`src/rtl/assert_macros.svh`:
```
// Assertion macros shared by the RTL of the frame parser.
// Included by files that carry concurrent checks; no other dependencies.
`ifndef ASSERT_MACROS_SVH
`define ASSERT_MACROS_SVH

// prop must hold at every clock edge outside reset
`define ASSERT_ALWAYS(label, clk, rst_n, prop) \
    label: assert property (@(posedge clk) disable iff (!rst_n) (prop)) \
        else $error("assertion failed");

// antecedent implies consequent in the same cycle
`define ASSERT_IMPLY(label, clk, rst_n, ante, cons) \
    label: assert property (@(posedge clk) disable iff (!rst_n) (ante) |-> (cons)) \
        else $error("assertion failed");

`endif

```
`src/rtl/lpfp_pkg.sv`:
```
// Shared types and constants of the length-prefixed frame parser.
// No dependencies; imported by every module of the block.
`default_nettype none

package lpfp_pkg;

    localparam logic [7:0] SYNC_FIRST  = 8'hEE;
    localparam logic [7:0] SYNC_SECOND = 8'hEF;
    localparam logic [7:0] FRAME_TAIL  = 8'hFF;

    typedef enum logic [1:0] {
        EV_NONE = 2'd0,
        EV_DATA = 2'd1,
        EV_DONE = 2'd2,
        EV_DROP = 2'd3
    } event_t;

    // one received byte held in the input register
    typedef struct packed {
        logic       valid;
        logic [7:0] data;
    } in_word_t;

    typedef struct packed {
        event_t     event_res;
        logic [7:0] payload_byte;
        logic [7:0] payload_index;
        logic [7:0] frame_type;
        logic [7:0] frame_length;
        logic [7:0] frame_check;
    } result_t;

endpackage

`default_nettype wire

```
`src/rtl/length_prefixed_frame_parser_core.sv`:
```
// Channel   Dir  Data                                         Side band
// s_        in   tdata[7:0] rx_byte                           -
// m_        out  tdata[39:0] byte, index, type, length, check tuser[1:0] event
//
// One byte per cycle sustained while m_ is not stalled; a byte's result passes
// the input register, then the result register, before it shows on m_.
// Synchronous active-low reset returns the parser to waiting for the first
// start byte with type, length, count and checksum cleared.
// A stalled m_ holds the result and the input register keeps one more byte;
// s_tready then drops until the result is taken.
`default_nettype none

`include "assert_macros.svh"

module length_prefixed_frame_parser_core (
    input  wire logic        aclk,
    input  wire logic        aresetn,
    input  wire logic        s_tvalid,
    output logic             s_tready,
    input  wire logic [7:0]  s_tdata,   // [7:0] rx_byte
    output logic             m_tvalid,
    input  wire logic        m_tready,
    output logic [1:0]       m_tuser,   // [1:0] event_res
    output logic [39:0]      m_tdata    // [7:0] payload_byte, [15:8] payload_index,
                                        // [23:16] frame_type, [31:24] frame_length,
                                        // [39:32] frame_check
);
    import lpfp_pkg::*;

    in_word_t in_word;
    result_t  result;
    logic     advance;

    lpfp_in_stage u_in (
        .aclk     (aclk),
        .aresetn  (aresetn),
        .s_tvalid (s_tvalid),
        .s_tready (s_tready),
        .s_tdata  (s_tdata),
        .advance  (advance),
        .word_o   (in_word)
    );

    lpfp_parse u_parse (
        .aclk     (aclk),
        .aresetn  (aresetn),
        .word_i   (in_word),
        .advance  (advance),
        .result_o (result)
    );

    lpfp_out_reg u_out (
        .aclk     (aclk),
        .aresetn  (aresetn),
        .in_valid (in_word.valid),
        .result_i (result),
        .advance  (advance),
        .m_tvalid (m_tvalid),
        .m_tready (m_tready),
        .m_tuser  (m_tuser),
        .m_tdata  (m_tdata)
    );

    // a payload word always lies inside the declared length
    `ASSERT_IMPLY(a_index_in_range, aclk, aresetn,
        m_tvalid && (m_tuser == EV_DATA), m_tdata[15:8] < m_tdata[31:24])
    // checksum only shows on a completed frame
    `ASSERT_IMPLY(a_check_only_done, aclk, aresetn,
        m_tvalid && (m_tuser != EV_DONE), m_tdata[39:32] == 8'd0)
    // payload fields are zero unless a payload word is reported
    `ASSERT_IMPLY(a_payload_only_data, aclk, aresetn,
        m_tvalid && (m_tuser != EV_DATA), m_tdata[15:0] == 16'd0)
    // the parser only steps on a held input byte
    `ASSERT_ALWAYS(a_advance_needs_word, aclk, aresetn, !advance || in_word.valid)

endmodule

`default_nettype wire

```
`src/rtl/lpfp_in_stage.sv`:
```
// Input register of the frame parser: holds one received byte.
// Depends on lpfp_pkg.
`default_nettype none

module lpfp_in_stage (
    input  wire logic               aclk,
    input  wire logic               aresetn,
    input  wire logic               s_tvalid,
    output logic                    s_tready,
    input  wire logic [7:0]         s_tdata,
    input  wire logic               advance,
    output lpfp_pkg::in_word_t      word_o
);
    import lpfp_pkg::*;

    logic       valid_reg;
    logic [7:0] data_reg;

    // a new word may enter when the slot is empty or drains this cycle
    assign s_tready = !valid_reg || advance;

    always_ff @(posedge aclk) begin
        if (!aresetn) begin
            valid_reg <= 1'b0;
        end else if (s_tready) begin
            valid_reg <= s_tvalid;
        end
    end

    always_ff @(posedge aclk) begin
        if (s_tvalid && s_tready) begin
            data_reg <= s_tdata;
        end
    end

    assign word_o.valid = valid_reg;
    assign word_o.data  = data_reg;

endmodule

`default_nettype wire

```
`src/rtl/lpfp_parse.sv`:
```
// Frame state machine: tracks sync, header, payload, checksum and tail bytes.
// Depends on lpfp_pkg.
`default_nettype none

module lpfp_parse (
    input  wire logic               aclk,
    input  wire logic               aresetn,
    input  wire lpfp_pkg::in_word_t word_i,
    input  wire logic               advance,
    output lpfp_pkg::result_t       result_o
);
    import lpfp_pkg::*;

    typedef enum logic [2:0] {
        PH_START0 = 3'd0,
        PH_START1 = 3'd1,
        PH_TYPE   = 3'd2,
        PH_LENGTH = 3'd3,
        PH_DATA   = 3'd4,
        PH_CHECK  = 3'd5,
        PH_END    = 3'd6
    } phase_t;

    phase_t     phase_reg,  phase_next;
    logic [7:0] type_reg,   type_next;
    logic [7:0] length_reg, length_next;
    logic [7:0] count_reg,  count_next;
    logic [7:0] check_reg,  check_next;

    logic [7:0] b;
    logic       clear_after;
    result_t    res;

    assign b = word_i.data;

    always_comb begin
        phase_next  = phase_reg;
        type_next   = type_reg;
        length_next = length_reg;
        count_next  = count_reg;
        check_next  = check_reg;
        clear_after = 1'b0;

        res.event_res     = EV_NONE;
        res.payload_byte  = 8'd0;
        res.payload_index = 8'd0;
        res.frame_check   = 8'd0;

        unique case (phase_reg)
            PH_START1: begin
                if (b == SYNC_SECOND) begin
                    phase_next = PH_TYPE;
                end else begin
                    res.event_res = EV_DROP;
                    clear_after   = 1'b1;
                end
            end
            PH_TYPE: begin
                type_next  = b;
                phase_next = PH_LENGTH;
            end
            PH_LENGTH: begin
                length_next = b;
                count_next  = 8'd0;
                phase_next  = (b != 8'd0) ? PH_DATA : PH_CHECK;
            end
            PH_DATA: begin
                res.event_res     = EV_DATA;
                res.payload_byte  = b;
                res.payload_index = count_reg;
                count_next        = count_reg + 8'd1;
                if (count_next >= length_reg) begin
                    phase_next = PH_CHECK;
                end
            end
            PH_CHECK: begin
                check_next = b;
                phase_next = PH_END;
            end
            PH_END: begin
                if (b == FRAME_TAIL) begin
                    res.event_res   = EV_DONE;
                    res.frame_check = check_reg;
                end else begin
                    res.event_res = EV_DROP;
                end
                clear_after = 1'b1;
            end
            default: begin
                // start0 and the unused code
                phase_next = (b == SYNC_FIRST) ? PH_START1 : PH_START0;
            end
        endcase

        // reported values are taken before the frame is cleared
        res.frame_type   = type_next;
        res.frame_length = length_next;

        if (clear_after) begin
            phase_next  = PH_START0;
            type_next   = 8'd0;
            length_next = 8'd0;
            count_next  = 8'd0;
            check_next  = 8'd0;
        end
    end

    always_ff @(posedge aclk) begin
        if (!aresetn) begin
            phase_reg  <= PH_START0;
            type_reg   <= 8'd0;
            length_reg <= 8'd0;
            count_reg  <= 8'd0;
            check_reg  <= 8'd0;
        end else if (advance) begin
            phase_reg  <= phase_next;
            type_reg   <= type_next;
            length_reg <= length_next;
            count_reg  <= count_next;
            check_reg  <= check_next;
        end
    end

    assign result_o = res;

endmodule

`default_nettype wire

```
`src/rtl/lpfp_out_reg.sv`:
```
// Result register of the frame parser: drives the master-side stream.
// Depends on lpfp_pkg.
`default_nettype none

module lpfp_out_reg (
    input  wire logic              aclk,
    input  wire logic              aresetn,
    input  wire logic              in_valid,
    input  wire lpfp_pkg::result_t result_i,
    output logic                   advance,
    output logic                   m_tvalid,
    input  wire logic              m_tready,
    output logic [1:0]             m_tuser,
    output logic [39:0]            m_tdata
);
    import lpfp_pkg::*;

    logic    valid_reg;
    result_t res_reg;

    // the register takes a word when empty or being emptied
    assign advance = in_valid && (!valid_reg || m_tready);

    always_ff @(posedge aclk) begin
        if (!aresetn) begin
            valid_reg <= 1'b0;
        end else if (advance) begin
            valid_reg <= 1'b1;
        end else if (m_tready) begin
            valid_reg <= 1'b0;
        end
    end

    always_ff @(posedge aclk) begin
        if (advance) begin
            res_reg <= result_i;
        end
    end

    assign m_tvalid = valid_reg;
    assign m_tuser  = res_reg.event_res;
    assign m_tdata  = {res_reg.frame_check, res_reg.frame_length, res_reg.frame_type,
                       res_reg.payload_index, res_reg.payload_byte};

endmodule

`default_nettype wire

```
`config.mk`:
```
export PLATFORM = sky130hd
export DESIGN_NAME = length_prefixed_frame_parser_core
export DESIGN_NICKNAME = d
export VERILOG_FILES = /design/src/rtl/lpfp_pkg.sv /design/src/rtl/length_prefixed_frame_parser_core.sv /design/src/rtl/lpfp_in_stage.sv /design/src/rtl/lpfp_parse.sv /design/src/rtl/lpfp_out_reg.sv
export VERILOG_INCLUDE_DIRS = /design/src /design/src/rtl
export SDC_FILE = /design/constraint.sdc
export NUM_CORES = 1
export LEC_CHECK = 0
export ABC_AREA = 1
export BUFFER_PORTS_ARGS = -buffer_cell sky130_fd_sc_hd__buf_4
export CAP_MARGIN = 20
export CORE_UTILIZATION = 40
export CTS_CLUSTER_SIZE = 16
export DETAILED_ROUTE_END_ITERATION = 10
export PLACE_DENSITY_LB_ADDON = 0.12
export SETUP_SLACK_MARGIN = 0.5
export SYNTH_ARGS = -nofsm -noshare
export SYNTH_HDL_FRONTEND = slang
export SYNTH_SLANG_ARGS = --single-unit
```
`constraint.sdc`:
```
create_clock -name aclk -period 3.6 [get_ports aclk]
set_input_delay 0.72 -clock aclk [delete_from_list [all_inputs] [get_ports aclk]]
set_output_delay 0.72 -clock aclk [all_outputs]
set_load 0.1 [all_outputs]
```
Yosys cells after proc, flatten, opt, wreduce, memory -nomap -nowiden --
Cells that the tools add are included.
Storage, ports and cells: bits in registers 87, bits of input ports 12, output and inout port bits 44, word-level logic and storage cells 63
Cells by class: add/sub/neg operators 1, $lt $le $gt $ge 1, equal/unequal tests 12, multiplexer cells 21, reductions and logical operators 14
Operator list (count):
- 8-bit two-way mux | 7
- 8-bit equality test (second input constant) | 3
- 3-bit one-hot mux with 6 select lines | 1
- 8-bit one-hot mux with 2 select lines | 1
- 3-bit equality test (second input constant) | 3
- 3-bit two-way mux | 3
- 8-bit by 1-bit adder with 8-bit output (second input constant) | 1
- 8-bit >= comparator | 1
- 8-bit nonzero test | 1
- 3-bit by 2-bit equality test with 1-bit output (second input constant) | 2
- 1-bit two-way mux | 6
- 3-bit by 1-bit inequality test with 1-bit output (second input constant) | 2
- 2-bit one-hot mux with 3 select lines | 1
- 2-bit AND reduction | 3
- 4-bit AND reduction | 1
- 2-bit nonzero test | 2
- 3-bit by 1-bit equality test with 1-bit output (second input constant) | 1
- 3-bit nonzero test | 1
- 1-bit logical AND | 2
- 1-bit zero test | 2
- 1-bit logical OR | 2
- 2-bit two-way mux | 1
- 2-bit by 1-bit inequality test with 1-bit output (second input constant) | 1
- 1-bit one-hot mux with 2 select lines | 1

Longest topological paths before layout --
word-level depth 5, gate-level depth with buffers 17, mapped depth without buffers 17

Modules after synthesis --
Synthesis repeated with hierarchy kept, for this count alone.
Unflattened totals: cells, all modules 423, area total of the unflattened synthesis 3773.6 um^2
By module, submodules not included:
- lpfp_parse | times used 1, cells an instance 358, area an instance 2162.1 um^2
- lpfp_out_reg | times used 1, cells an instance 49, area an instance 1312.5 um^2
- lpfp_in_stage | times used 1, cells an instance 16, area an instance 299.0 um^2

Worst setup path before layout --
OpenSTA, ideal clock, no wires.
kind reg2reg, start point register u_out.valid_reg (netlist: u_out.m_tvalid), end point register u_out.res_reg (netlist bit u_out.m_tdata[0]), enable pin, library setup time 0.423 ns, arrival 2.513 ns, data required time 3.177 ns, setup slack 0.665 ns, stages on the path, launching flop included 3, buffers on the path 1, path through dfxtp_1 a21oi_2 clkbuf_1
On the way: word-level cells in the longest chain between the ends 3
RTL lines:
- from (decl) | line lpfp_out_reg.sv:18 | logic valid_reg;
- from (signal assigned) | line lpfp_out_reg.sv:26 | valid_reg <= 1'b0;
- from (signal assigned) | line lpfp_out_reg.sv:28 | valid_reg <= 1'b1;
- from (signal assigned) | line lpfp_out_reg.sv:30 | valid_reg <= 1'b0;
- 1-bit zero test | line lpfp_out_reg.sv:22 | assign advance = in_valid && (!valid_reg || m_tready);
- 1-bit logical OR | line lpfp_out_reg.sv:22
- 1-bit logical AND | line lpfp_out_reg.sv:22
- named net advance | line length_prefixed_frame_parser_core.sv:32 | logic advance;
- to (signal assigned) | line lpfp_out_reg.sv:36 | res_reg <= result_i;
- to (decl) | line lpfp_out_reg.sv:19 | result_t res_reg;
The timed path passes the listed nets, and every way through them passes these cells. A chain may end at the register's enable or synchronous reset.

Final worst setup path --
start point register u_parse.count_reg[0], end point register u_parse.phase_reg[0]
On the way: word-level cells in the longest chain between the ends 4
RTL lines:
- from (decl) | line lpfp_parse.sv:27 | logic [7:0] count_reg, count_next;
- from (signal assigned) | line lpfp_parse.sv:119 | count_reg <= count_next;
- 8-bit by 1-bit adder with 8-bit output | line lpfp_parse.sv:71 | count_next = count_reg + 8'd1;
- 8-bit >= comparator | line lpfp_parse.sv:72 | if (count_next >= length_reg) begin
- 3-bit by 1-bit inequality test with 1-bit output (no source line)
- 4-bit AND reduction (no source line)
- to (signal assigned) | line lpfp_parse.sv:116 | phase_reg <= phase_next;
- to (decl) | line lpfp_parse.sv:24 | phase_t phase_reg, phase_next;
No other way between the ends.

==> flow_metrics.tcl <==
set metrics [dict create \
    cap_violations 0 \
    grt_pass1_vias 2771 \
    final_core_util_pct 49.01 \
    synth_top_family_by_area "simple AND/OR/NAND/NOR gates" \
    synthCells 417 \
    tns_ns 0 \
    cp-start-kind "flop" \
    syn_nets 439 \
    rsz0062_at_grt "false" \
    start_util_pct 41.14 \
    hp-class "reg -> reg" \
    area_growth_pct 19.11 \
    ys_seq_area_share_pct 59.26 \
    vias 2873 \
    relSlewSlack_pct 46.12 \
    cts_hold_buf 0 \
    cts_tree "yes" \
    dr.pass1.iters 4 \
    synthAdderAreaFrac_pct 3.307 \
    required_ns 3.86 \
    drt_iter0_drc 140 \
    grt_first_pass_wirelength_um 13100 \
    worst_pin_slew_ns 0.8065 \
    reg2reg_depth 13 \
    yosys.area_share.simple_pct 18.95 \
    mostFrequentLayoutCells "nand2_1 (90), buf_4 (56), nor2_1 (50), edfxtp_1 (50), inv_1 (47)" \
    status "completed" \
    ys_ff_latch 87 \
    hold_viol 0 \
    dieArea_um2 9852 \
    synth_compound_area_share_pct 10.38 \
    die_w_um 99.26 \
    p_leak_nw 1.831 \
    antenna_found_initial 0 \
    synth_mux_area_share_pct 0 \
    drc 0 \
    r2r_end "u_parse.phase_reg[0]$_SDFFE_PN0P_" \
    rrSetupSlack_ns 1.50 \
    r2r-start "u_parse.count_reg[0]$_SDFFE_PN0P_" \
    layout_worst_path_cycle_share_pct 58.43 \
    overflow 0 \
    wl_um 7968 \
    period_minus_slack_ns 2.104 \
    clkTransAtPathRegs_ns 0.08 \
    slew_violations 0 \
    cts_resized 0 \
    htree_levels 3 \
    die_y_um 99.26 \
    io_buffer_count 55 \
    setup_slack_ns 1.496 \
    nNetsFinal 494 \
    pre_cts_ws_ns 1.394 \
    crit_end "u_parse.phase_reg[0]$_SDFFE_PN0P_" \
    antenna_cells 0 \
    fin_skew_ns 0.007665 \
    worstPathMaxFanout 5 \
    synth_xor_area_share_pct 1.157 \
    largest_reg_flops 40 \
    root_buffer "clkbuf_8" \
    cts.sinks 87 \
    cts_max_path_buffers 2 \
    dp_cells 572 \
    final_common_cell "nand2_1" \
    cp-end-kind "flop" \
    avgRoutedWirePerCell_um 13.55 \
    grt_max_degree 55 \
    power.density_nw_per_um2 485.7 \
    stdcell_count 588 \
    via_per_inst 4.886 \
    clkLatencyLatePin_ns 0.36 \
    finalSetupViolCount 0 \
    syn_area_um2 3784 \
    cts_setup_buffers 0 \
    avgSynthCellArea_um2 9.073 \
    gp_congestion 0.8212 \
    dp_hpwl_um 5490 \
    path_class "reg -> reg" \
    ir_drop_mv 0.2105 \
    critPathLaunch "u_parse.count_reg[0]$_SDFFE_PN0P_" \
    fillerInstances 922 \
    worst-endpoint-arrival_ns 2.37 \
    core_area_um2 9196 \
    layout-drive-gt1-share_pct 17.40 \
    fmax_ghz 0.4754 \
    ios 56 \
    track_usage_pct 17.44 \
    row_count 35 \
    ant_nets 0 \
    yosys_warnings 0 \
    tritoncts.num_buffers 9 \
    yosysUniqueCellTypes 26 \
]
## synth_stat cells (all sizes together)
master / n / area (um^2)
clkbuf: 8 / 30.03
nor3: 3 / 15.01
nand4: 8 / 50.05
nand2: 91 / 344.1
xor2: 5 / 43.79
nor2: 51 / 198.9
ha: 10 / 125.1
inv: 53 / 198.9
nand3: 18 / 95.09
nor4: 1 / 6.260
clkinv: 1 / 3.750
dfxtp: 37 / 740.7
buf: 5 / 30.02
o21ai: 35 / 175.2
o211ai: 1 / 7.510
edfxtp: 50 / 1501
nand3b: 1 / 7.510
a21oi: 39 / 210.2
## worst max-delay path: stages (launching register included)
cell     delay [ns]
dfxtp_1        0.41
ha_1           0.21
nand3_1        0.12
nor3_1         0.19
xor2_1         0.21
ha_1           0.27
nand3_1        0.09
nand2_1        0.06
nor2_1         0.08
nand2_1        0.11
nand2_1        0.10
nand2_1        0.06
nand2_1        0.05
nor2_1         0.04
## layout make-up
type | count | area (um^2) | share of cell area (%)
clock buffer | 9 | 123.9 | 2.748
clock inverter | 7 | 72.57 | 1.610
inverter | 54 | 202.7 | 4.497
multi-input combinational | 263 | 1286 | 28.54
sequential | 87 | 2242 | 49.75
tap | 111 | 138.9 | 3.082
timing repair buffer | 57 | 440.4 | 9.772
## worst min-delay path by stage
| stage | depth (start not counted) | startpoint | slack [ns] | to |
|---|---|---|---|---|
| finish | 2 | u_parse.check_reg[6]$_SDFFE_PN0P_ | 0.47 | u_parse.check_reg[6]$_SDFFE_PN0P_ |
| global route | 2 | u_parse.check_reg[6]$_SDFFE_PN0P_ | 0.48 | u_parse.check_reg[6]$_SDFFE_PN0P_ |
| CTS | 2 | u_parse.check_reg[5]$_SDFFE_PN0P_ | 0.47 | u_parse.check_reg[5]$_SDFFE_PN0P_ |
| detailed placement | 2 | u_parse.check_reg[6]$_SDFFE_PN0P_ | 0.46 | u_parse.check_reg[6]$_SDFFE_PN0P_ |
| global placement | 2 | u_parse.check_reg[3]$_SDFFE_PN0P_ | 0.45 | u_parse.check_reg[3]$_SDFFE_PN0P_ |
| floorplan | 2 | u_parse.check_reg[0]$_SDFFE_PN0P_ | 0.44 | u_parse.check_reg[0]$_SDFFE_PN0P_ |
## kinds of logic (layout without fill, tap and decap cells)
group,Yosys count,count (layout)
AO/OA/AOI/OAI,75,75
flip-flops,87,87
XOR/XNOR,5,5
AND/OR/NAND/NOR,173,173
buffers and inverters,67,127
adder cells (fa/ha/maj),10,10
## stage by stage
stage | cell area (um^2) | power [W] | hold slack [ns]
floorplan | 3784 | 0.001445 | 0.4410
global placement | 4310 | 0.001527 | 0.4536
detailed placement | 4310 | 0.001533 | 0.4562
finish | 4507 | 0.002189 | 0.4677
global route | 4507 | 0.002282 | 0.4849
CTS | 4507 | 0.002213 | 0.4718
## power breakdown
part | internal (W) | switching (W)
Sequential | 0.00110 | 0.0000286
Clock | 0.000322 | 0.000359
Combinational | 0.0000842 | 0.000293
Total | 0.00151 | 0.000680
## routing by layer
metal / vias to the layer above / track usage, % / part of all wire [%] / wire [um]
met4: 0 / 8.937 / 2.4 / 195
met1: 1309 / 21.39 / 44 / 3533
met5: - / 0 / 0 / 0
met3: 13 / 2.741 / 4.7 / 373
li1: 1484 / - / - / -
met2: 67 / 29.81 / 49 / 3866
(Power assumes the default switching activity.)
